### src/rtl/irra_pkg.sv
// ----------------------------------------------------------------------------
// irra_pkg
// Shared types, breakpoint tables and helpers for the IR range reader.
// ----------------------------------------------------------------------------
`default_nettype none

package irra_pkg;

  localparam int SAMPLE_W  = 12;
  localparam int CH_W      = 3;
  localparam int DIST_W    = 10;
  localparam int FILT_W    = 18;
  localparam int WEIGHT_W  = 17;
  localparam int DIV_N_W   = 18;
  localparam int RECIP_W   = 29;
  localparam int DIV_SHIFT = 28;
  localparam int NDIFF_W   = 9;

  // 2^DIV_SHIFT; a ceiling reciprocal at this scale is exact for any
  // dividend below 2^18 and divisor below 1024
  localparam longint unsigned RECIP_ONE = 64'd1 << DIV_SHIFT;

  localparam logic [WEIGHT_W-1:0] WEIGHT_ONE   = 17'd65536;
  localparam logic [WEIGHT_W-1:0] WEIGHT_RESET = 17'd19661;

  localparam logic [SAMPLE_W-1:0] CODE_HIGH = 12'd1500;
  localparam logic [SAMPLE_W-1:0] CODE_LOW  = 12'd90;
  localparam logic [DIST_W-1:0]   DIST_NEAR = 10'd200;
  localparam logic [DIST_W-1:0]   DIST_FAR  = 10'd1000;

  localparam logic [SAMPLE_W-1:0] BP_CODE [9] = '{
    12'd1500, 12'd1120, 12'd860, 12'd700, 12'd500, 12'd380, 12'd250, 12'd160, 12'd90
  };

  // per segment: 2*D*den + den, with D the far end distance
  localparam logic [DIV_N_W-1:0] SEG_BASE [8] = '{
    18'd228380, 18'd208260, 18'd160160, 18'd240200,
    18'd168120, 18'd208130, 18'd162090, 18'd140070
  };

  // per segment: ceil(2^DIV_SHIFT / (2*den))
  localparam logic [RECIP_W-1:0] SEG_RECIP [8] = '{
    RECIP_W'((RECIP_ONE + 64'd759) / 64'd760),
    RECIP_W'((RECIP_ONE + 64'd519) / 64'd520),
    RECIP_W'((RECIP_ONE + 64'd319) / 64'd320),
    RECIP_W'((RECIP_ONE + 64'd399) / 64'd400),
    RECIP_W'((RECIP_ONE + 64'd239) / 64'd240),
    RECIP_W'((RECIP_ONE + 64'd259) / 64'd260),
    RECIP_W'((RECIP_ONE + 64'd179) / 64'd180),
    RECIP_W'((RECIP_ONE + 64'd139) / 64'd140)
  };

  typedef struct packed {
    logic               start;
    logic [DIV_N_W-1:0] num;
    logic [RECIP_W-1:0] recip;
  } div_req_t;

  typedef struct packed {
    logic               done;
    logic [DIV_N_W-1:0] quo;
  } div_rsp_t;

  // segment for a code strictly inside the table range
  function automatic logic [2:0] seg_index(input logic [SAMPLE_W-1:0] code);
    logic [2:0] cnt;
    cnt = 3'd0;
    for (int j = 1; j < 8; j++) begin
      if (code < BP_CODE[j]) begin
        cnt = cnt + 3'd1;
      end
    end
    return cnt;
  endfunction

endpackage

`default_nettype wire

### src/rtl/irra_div.sv
// ----------------------------------------------------------------------------
// irra_div
// Shared constant divider: multiply by a ceiling reciprocal, then shift.
// ----------------------------------------------------------------------------
`default_nettype none

module irra_div (
  input  wire logic              clk,
  input  wire logic              rst,
  input  wire irra_pkg::div_req_t req,
  output irra_pkg::div_rsp_t      rsp
);

  localparam int N_W = irra_pkg::DIV_N_W;
  localparam int R_W = irra_pkg::RECIP_W;
  localparam int P_W = N_W + irra_pkg::DIV_SHIFT;

  logic           v;
  logic           done;
  logic [N_W-1:0] num;
  logic [R_W-1:0] recip;
  logic [P_W-1:0] prod;

  always_ff @(posedge clk) begin
    if (rst) begin
      v    <= 1'b0;
      done <= 1'b0;
    end else begin
      v    <= req.start;
      done <= v;
    end
  end

  // the quotient stays below 2^N_W, so the product fits P_W bits
  always_ff @(posedge clk) begin
    if (req.start) begin
      num   <= req.num;
      recip <= req.recip;
    end
    if (v) begin
      prod <= P_W'(num) * P_W'(recip);
    end
  end

  assign rsp.done = done;
  assign rsp.quo  = prod[P_W-1 -: N_W];

endmodule

`default_nettype wire

### src/rtl/irra_ema.sv
// ----------------------------------------------------------------------------
// irra_ema
// EMA update: prev + round(w * (cur*2^8 - prev) / 2^16), three registered steps.
// ----------------------------------------------------------------------------
`default_nettype none

module irra_ema (
  input  wire logic                              clk,
  input  wire logic                              rst,
  input  wire logic                              start,
  input  wire logic [irra_pkg::WEIGHT_W-1:0]     weight,
  input  wire logic [irra_pkg::DIST_W-1:0]       cur,
  input  wire logic [irra_pkg::FILT_W-1:0]       prev,
  output logic                                   done,
  output logic [irra_pkg::FILT_W-1:0]            result
);

  localparam int F_W = irra_pkg::FILT_W;
  localparam int W_W = irra_pkg::WEIGHT_W;
  localparam int P_W = W_W + F_W + 2;

  logic               v1;
  logic               v2;
  logic signed [F_W:0]   diff;
  logic [F_W-1:0]        base;
  logic [W_W-1:0]        w;
  logic signed [P_W-1:0] prod;
  logic signed [P_W-1:0] rnd;
  logic signed [F_W+1:0] sum;

  assign rnd = (prod + P_W'(32768)) >>> 16;
  assign sum = $signed({2'b00, base}) + rnd[F_W+1:0];

  always_ff @(posedge clk) begin
    if (rst) begin
      v1   <= 1'b0;
      v2   <= 1'b0;
      done <= 1'b0;
    end else begin
      v1   <= start;
      v2   <= v1;
      done <= v2;
    end
  end

  always_ff @(posedge clk) begin
    if (start) begin
      diff <= $signed({1'b0, cur, 8'b0}) - $signed({1'b0, prev});
      base <= prev;
      w    <= weight;
    end
    if (v1) begin
      prod <= P_W'($signed({1'b0, w}) * diff);
    end
    if (v2) begin
      result <= sum[F_W-1:0];
    end
  end

endmodule

`default_nettype wire

### src/rtl/ir_range_average_interp_ema.sv
// ----------------------------------------------------------------------------
// ir_range_average_interp_ema
// Per-channel IR range reader: sample averaging, table interpolation, EMA.
// ----------------------------------------------------------------------------
// Input beats (channel, sample) use in_valid / in_stall. A beat for a channel
// at or above CHANNELS is dropped. Each other beat adds to its channel's sum;
// a beat that does not finish a reading leaves in_stall low, so the block
// takes the next beat without waiting. The beat that completes
// SAMPLES_PER_READING samples starts the reading: the shared reciprocal
// multiplier takes the average, the segment is found, and for a code inside
// the table the numerator is built and the multiplier runs again for the
// interpolation; the three-step EMA unit then updates the channel's filter.
// in_stall stays high until the result beat reaches the output register.
// The result is held in an output register under out_stall; while it is
// stalled a further finished result waits inside with in_stall high.
// cfg_wen / cfg_wdata write the EMA weight (Q16, saturated at one); they are
// to be used only while idle, which the block itself does not enforce.
// Synchronous rst clears all sums, counts and filter values to zero and sets
// the weight to 19661.
// ----------------------------------------------------------------------------
`default_nettype none

module ir_range_average_interp_ema #(
  parameter int CHANNELS            = 5,
  parameter int SAMPLES_PER_READING = 5
) (
  input  wire logic                              clk,
  input  wire logic                              rst,
  input  wire logic                              cfg_wen,
  input  wire logic [irra_pkg::WEIGHT_W-1:0]     cfg_wdata,
  input  wire logic                              in_valid,
  output logic                                   in_stall,
  input  wire logic [irra_pkg::CH_W-1:0]         channel,
  input  wire logic [irra_pkg::SAMPLE_W-1:0]     sample,
  output logic                                   out_valid,
  input  wire logic                              out_stall,
  output logic [irra_pkg::CH_W-1:0]              out_channel,
  output logic [irra_pkg::SAMPLE_W-1:0]          average_code,
  output logic [irra_pkg::DIST_W-1:0]            raw_distance,
  output logic [irra_pkg::FILT_W-1:0]            smoothed_distance
);

  localparam int IDX_W   = (CHANNELS > 1) ? $clog2(CHANNELS) : 1;
  localparam int EXT_W   = (IDX_W > irra_pkg::CH_W) ? IDX_W : irra_pkg::CH_W;
  localparam int SUM_W   = irra_pkg::SAMPLE_W + $clog2(SAMPLES_PER_READING);
  localparam int CNT_W   = $clog2(SAMPLES_PER_READING + 1);
  localparam int N_W     = irra_pkg::DIV_N_W;

  localparam longint unsigned AVG_RECIP =
    (irra_pkg::RECIP_ONE + longint'(SAMPLES_PER_READING) - 64'd1) /
    longint'(SAMPLES_PER_READING);

  localparam logic [2:0] S_IDLE = 3'd0;
  localparam logic [2:0] S_AVG  = 3'd1;
  localparam logic [2:0] S_SEG  = 3'd2;
  localparam logic [2:0] S_NUM  = 3'd3;
  localparam logic [2:0] S_INT  = 3'd4;
  localparam logic [2:0] S_EMA  = 3'd5;
  localparam logic [2:0] S_OUT  = 3'd6;

  logic [2:0] state;

  logic [SUM_W-1:0]              sum_r  [CHANNELS];
  logic [CNT_W-1:0]              cnt_r  [CHANNELS];
  logic [irra_pkg::FILT_W-1:0]   filt_r [CHANNELS];
  logic [irra_pkg::WEIGHT_W-1:0] weight;

  logic [irra_pkg::CH_W-1:0]     ch_r;
  logic [irra_pkg::SAMPLE_W-1:0] avg_r;
  logic [irra_pkg::DIST_W-1:0]   raw_r;
  logic [2:0]                    seg_r;
  logic [irra_pkg::NDIFF_W-1:0]  n_r;

  logic [EXT_W-1:0] in_ext;
  logic [IDX_W-1:0] in_idx;
  logic [EXT_W-1:0] cur_ext;
  logic [IDX_W-1:0] cur_idx;
  logic             in_ok;
  logic             in_acc;
  logic [SUM_W-1:0] sum_new;
  logic [CNT_W-1:0] cnt_new;
  logic             complete;
  logic             out_free;
  logic [2:0]       seg_c;
  logic [irra_pkg::SAMPLE_W-1:0] n_full;

  irra_pkg::div_req_t div_req;
  irra_pkg::div_rsp_t div_rsp;

  logic                        ema_start;
  logic                        ema_done;
  logic [irra_pkg::DIST_W-1:0] ema_cur;
  logic [irra_pkg::FILT_W-1:0] ema_res;

  assign in_ext   = EXT_W'(channel);
  assign in_idx   = in_ext[IDX_W-1:0];
  assign cur_ext  = EXT_W'(ch_r);
  assign cur_idx  = cur_ext[IDX_W-1:0];
  assign in_ok    = (int'(channel) < CHANNELS);
  assign in_stall = (state != S_IDLE);
  assign in_acc   = in_valid && !in_stall;
  assign sum_new  = sum_r[in_idx] + SUM_W'(sample);
  assign cnt_new  = cnt_r[in_idx] + CNT_W'(1);
  assign complete = (cnt_new == CNT_W'(SAMPLES_PER_READING));
  assign out_free = !out_valid || !out_stall;
  assign seg_c    = irra_pkg::seg_index(avg_r);
  assign n_full   = avg_r - irra_pkg::BP_CODE[4'(seg_c) + 4'd1];

  always_comb begin
    div_req = '0;
    if (state == S_IDLE && in_acc && in_ok && complete) begin
      div_req.start = 1'b1;
      div_req.num   = N_W'(sum_new);
      div_req.recip = irra_pkg::RECIP_W'(AVG_RECIP);
    end else if (state == S_NUM) begin
      div_req.start = 1'b1;
      div_req.num   = irra_pkg::SEG_BASE[seg_r] - N_W'(n_r) * N_W'(200);
      div_req.recip = irra_pkg::SEG_RECIP[seg_r];
    end
  end

  irra_div u_div (
    .clk (clk),
    .rst (rst),
    .req (div_req),
    .rsp (div_rsp)
  );

  assign ema_start = ((state == S_SEG) && ((avg_r >= irra_pkg::CODE_HIGH) ||
                      (avg_r <= irra_pkg::CODE_LOW))) ||
                     ((state == S_INT) && div_rsp.done);

  always_comb begin
    if (state == S_INT) begin
      ema_cur = div_rsp.quo[irra_pkg::DIST_W-1:0];
    end else if (avg_r >= irra_pkg::CODE_HIGH) begin
      ema_cur = irra_pkg::DIST_NEAR;
    end else begin
      ema_cur = irra_pkg::DIST_FAR;
    end
  end

  irra_ema u_ema (
    .clk    (clk),
    .rst    (rst),
    .start  (ema_start),
    .weight (weight),
    .cur    (ema_cur),
    .prev   (filt_r[cur_idx]),
    .done   (ema_done),
    .result (ema_res)
  );

  always_ff @(posedge clk) begin
    if (rst) begin
      state     <= S_IDLE;
      out_valid <= 1'b0;
      weight    <= irra_pkg::WEIGHT_RESET;
      for (int i = 0; i < CHANNELS; i++) begin
        sum_r[i]  <= '0;
        cnt_r[i]  <= '0;
        filt_r[i] <= '0;
      end
    end else begin
      if (cfg_wen) begin
        weight <= (cfg_wdata > irra_pkg::WEIGHT_ONE) ? irra_pkg::WEIGHT_ONE : cfg_wdata;
      end
      if (state == S_OUT && out_free) begin
        out_valid <= 1'b1;
      end else if (!out_stall) begin
        out_valid <= 1'b0;
      end
      case (state)
        S_IDLE: begin
          if (in_acc && in_ok) begin
            if (complete) begin
              sum_r[in_idx] <= '0;
              cnt_r[in_idx] <= '0;
              state         <= S_AVG;
            end else begin
              sum_r[in_idx] <= sum_new;
              cnt_r[in_idx] <= cnt_new;
            end
          end
        end
        S_AVG: begin
          if (div_rsp.done) begin
            state <= S_SEG;
          end
        end
        S_SEG: begin
          if (ema_start) begin
            state <= S_EMA;
          end else begin
            state <= S_NUM;
          end
        end
        S_NUM: begin
          state <= S_INT;
        end
        S_INT: begin
          if (div_rsp.done) begin
            state <= S_EMA;
          end
        end
        S_EMA: begin
          if (ema_done) begin
            state <= S_OUT;
          end
        end
        S_OUT: begin
          if (out_free) begin
            filt_r[cur_idx] <= ema_res;
            state           <= S_IDLE;
          end
        end
        default: begin
          state <= S_IDLE;
        end
      endcase
    end
  end

  always_ff @(posedge clk) begin
    if (state == S_IDLE && in_acc) begin
      ch_r <= channel;
    end
    if (state == S_AVG && div_rsp.done) begin
      avg_r <= div_rsp.quo[irra_pkg::SAMPLE_W-1:0];
    end
    if (state == S_SEG) begin
      seg_r <= seg_c;
      n_r   <= n_full[irra_pkg::NDIFF_W-1:0];
      if (avg_r >= irra_pkg::CODE_HIGH) begin
        raw_r <= irra_pkg::DIST_NEAR;
      end else if (avg_r <= irra_pkg::CODE_LOW) begin
        raw_r <= irra_pkg::DIST_FAR;
      end
    end
    if (state == S_INT && div_rsp.done) begin
      raw_r <= div_rsp.quo[irra_pkg::DIST_W-1:0];
    end
    if (state == S_OUT && out_free) begin
      out_channel       <= ch_r;
      average_code      <= avg_r;
      raw_distance      <= raw_r;
      smoothed_distance <= ema_res;
    end
  end

endmodule

`default_nettype wire

### config.mk
export PLATFORM = sky130hd
export DESIGN_NAME = ir_range_average_interp_ema
export DESIGN_NICKNAME = d
export VERILOG_FILES = /design/src/rtl/irra_pkg.sv /design/src/rtl/irra_div.sv /design/src/rtl/irra_ema.sv /design/src/rtl/ir_range_average_interp_ema.sv
export SDC_FILE = /design/constraint.sdc
export NUM_CORES = 2
export LEC_CHECK = 0
export ABC_CLOCK_PERIOD_IN_PS = 10300
export BUFFER_PORTS_ARGS = -buffer_cell sky130_fd_sc_hd__buf_2
export CAP_MARGIN = 20
export CORE_UTILIZATION = 60
export CTS_CLUSTER_DIAMETER = 150
export DETAILED_ROUTE_END_ITERATION = 8
export PLACE_DENSITY = 0.82
export REMOVE_ABC_BUFFERS = 1
export SLEW_MARGIN = 20
export SYNTH_ARGS = -nofsm -noshare
export SYNTH_HDL_FRONTEND = slang
export SYNTH_HIERARCHICAL = 1
export SYNTH_SLANG_ARGS = --single-unit
export TNS_END_PERCENT = 5
### constraint.sdc
create_clock -name clk -period 10.3 [get_ports clk]
set_input_delay 0.515 -clock clk [delete_from_list [all_inputs] [get_ports clk]]
set_output_delay 0.515 -clock clk [all_outputs]
set_load 0.05 [all_outputs]
==> impl_results.md <==
* Status: finished, final reports clean
* Min Hold Slack at 110 ps
* Hold path start: cfg_wdata[16]
* Crit path kind: flop to flop
* WHS Endpoint: weight[3]$_SDFFE_PP1P_
* Cell Pwr Density at 204 mW/mm^2
* Largest net degree at the start of global routing at 55
* Final nets at 5940
* Vias in the first global route at 36700
* RSZ-0062 raised after global routing: no
* Max cap viols at 0
* Antenna Nets Post-Route at 0
* Layout cells sized above 1 at 6.87%
* FF-to-FF setup slack at 3460 ps
* CTS resizes at 0
* Util after Layout at 64.7%
* Io pins at 82
* Initial antenna violation count at 2
* Pre-CTS setup slack at ~3500 ps
* Final HPWL DP at 90.8 mm
* Post-synthesis cell count at 4863
* Slowest CP cell: edfxtp_1
* Final period utilization at between 60% and 70%
* Hold Vio Cnt, Final at 0
* Via count at 35200
* Clock transition at the registers of the reported paths at 60 ps
* Final setup skew at about 36 ps
* Root Buffer: clkbuf_16
* Slew HR at 22.8%
* DR pass1 iterations at 5
* Netlist Area Pre-Place at between 0.05 and 0.06 mm^2
* DR WL/cell at around 20 um
* CTS sink count at 546
* First-pass GRT wire length at 196 mm
* H-tree depth at 2
* Dpl cells at 5974
* Die outline width at slightly below 300 um
* Fin cells at 6082
* CTS tree: yes
* Slew at the pin closest to its max-slew limit at 1160 ps
* PnR Total Power at between 10 and 15 mW
* Routed WL at 123 mm
* VDD IR-drop max at 0.239 mV
* Total gr overflow at 0
* WP data required at 10680 ps
* Max frequency at 0.146 GHz
* Area Growth Syn to Fin at 6.64%
* Max Fanout on Critical Path at 13
* TNS Setup at 0 ps
* Core Region at 0.0851 mm^2
* Placed cell areas at 0.0532 mm^2
* RR Startpoint: avg_r[8]$_DFFE_PP_
* CP peak stage delay at just over 600 ps
* Clock Latency Late Sink at 640 ps
* Max-slew violation count at 0
* Synth warnings at 6
* Startpoint Class: flop
* Hold Path Depth at 2
* DRT iter0 DRCs at 3552
* Number of core rows at about 110
* Design area at 0.0551 mm^2
* All-Layer GR Usage at 29.2%
* FF-to-FF End: n_r[8]$_DFFE_PP_
* Hold buffers post-CTS at 0
* Vias per inst at 5.78
* Worst path arrival time at approximately 7200 ps
* CTS Buf Count at between 50 and 60
* Mean post-synth cell area at ~11 um^2
* Pleak at between 20 and 25 nW
* Die height at 295 um
* Die Footprint at 0.0872 mm^2
* Cells on worst reg2reg path at 29
* Post-CTS setup buffers at 0
* Critical Path End Type: flop
* Ant diodes at 0
* Max clock buf depth at 3
* Minimum clock period after layout at 6840 ps
* Starting Density at 60.6%
* Number of port buffers at just over 80
* DR DRC count at 0
* Worst Slack Setup Final at 3460 ps
* GPL Wtd Cong at between 0.9 and 1
* Worst hold path type: input pin to flop
* # setup viols final at 0
-- worst max-delay path: cells and delay by family, from the launching register on --
family / cells / cell delay, ps
compound gates: 9 / 1740
xor+xnor: 8 / 1730
fa+ha+maj: 5 / 1460
flops: 1 / 610
mux: 1 / 170
simple gates: 6 / 850
-- worst max-delay path by stage --
stage                       start  slack, ps                to  cells after the start
6_report       avg_r[8]$_DFFE_PP_       3460  n_r[8]$_DFFE_PP_                     29
5_1_grt        avg_r[8]$_DFFE_PP_       2840  n_r[8]$_DFFE_PP_                     29
4_1_cts        avg_r[2]$_DFFE_PP_       3430  n_r[8]$_DFFE_PP_                     29
3_5_place_dp   avg_r[2]$_DFFE_PP_       3490  n_r[8]$_DFFE_PP_                     29
3_3_place_gp   avg_r[8]$_DFFE_PP_       3660  n_r[8]$_DFFE_PP_                     29
2_1_floorplan  avg_r[2]$_DFFE_PP_       4190  n_r[8]$_DFFE_PP_                     29
-- state kept, by name, summed over array words and instances (netlist names), 18 cells and up, named ones only --
register / flops
u_ema/diff: 19
u_div/recip: 29
smoothed_distance: 18
filt_r: 144
u_ema/prod: 19
sum_r: 120
u_ema/result: 18
cnt_r: 24
u_div/num: 18
-- report_power, final --
group          internal (mW)  switching (mW)
logic                   2.51            3.81
clock network           1.15           0.892
registers               2.74           0.120
total                   6.40            4.82
-- layout by cell type, fill, tap and decap left out, drive strengths merged, types with 35 or more instances in the layout --
cell type and instances:
inv 965, fa 729, nand2 579, edfxtp 517, and2 485, ha 284, nor2 184, buf 116
a21oi 112, o21ai 92, xnor2 90, clkbuf 66, conb 59, mux4 43, xor2 43, nor3 42
nand3 35
-- cell type report --
| cell class | count | area, um^2 |
|---|---|---|
| Timing Repair Buffer | 116 | 703 |
| Tap cell | 1144 | 1430 |
| Clock buffer | 66 | 1460 |
| Multi-Input combinational cell | 3206 | 31400 |
| Clock inverter | 40 | 375 |
| Inverter | 964 | 3620 |
| Sequential cell | 546 | 16100 |
| Fill cell | 6455 | 30100 |
-- routing by layer --
metal | part of all wire (%) | GRT usage, %
met1 | 38 | 39.1
met2 | 49 | 48.4
met3 | 9.2 | 4.97
met4 | 3.3 | 9.81
met5 | 0.011 | 0
(Power assumes the default switching activity.)
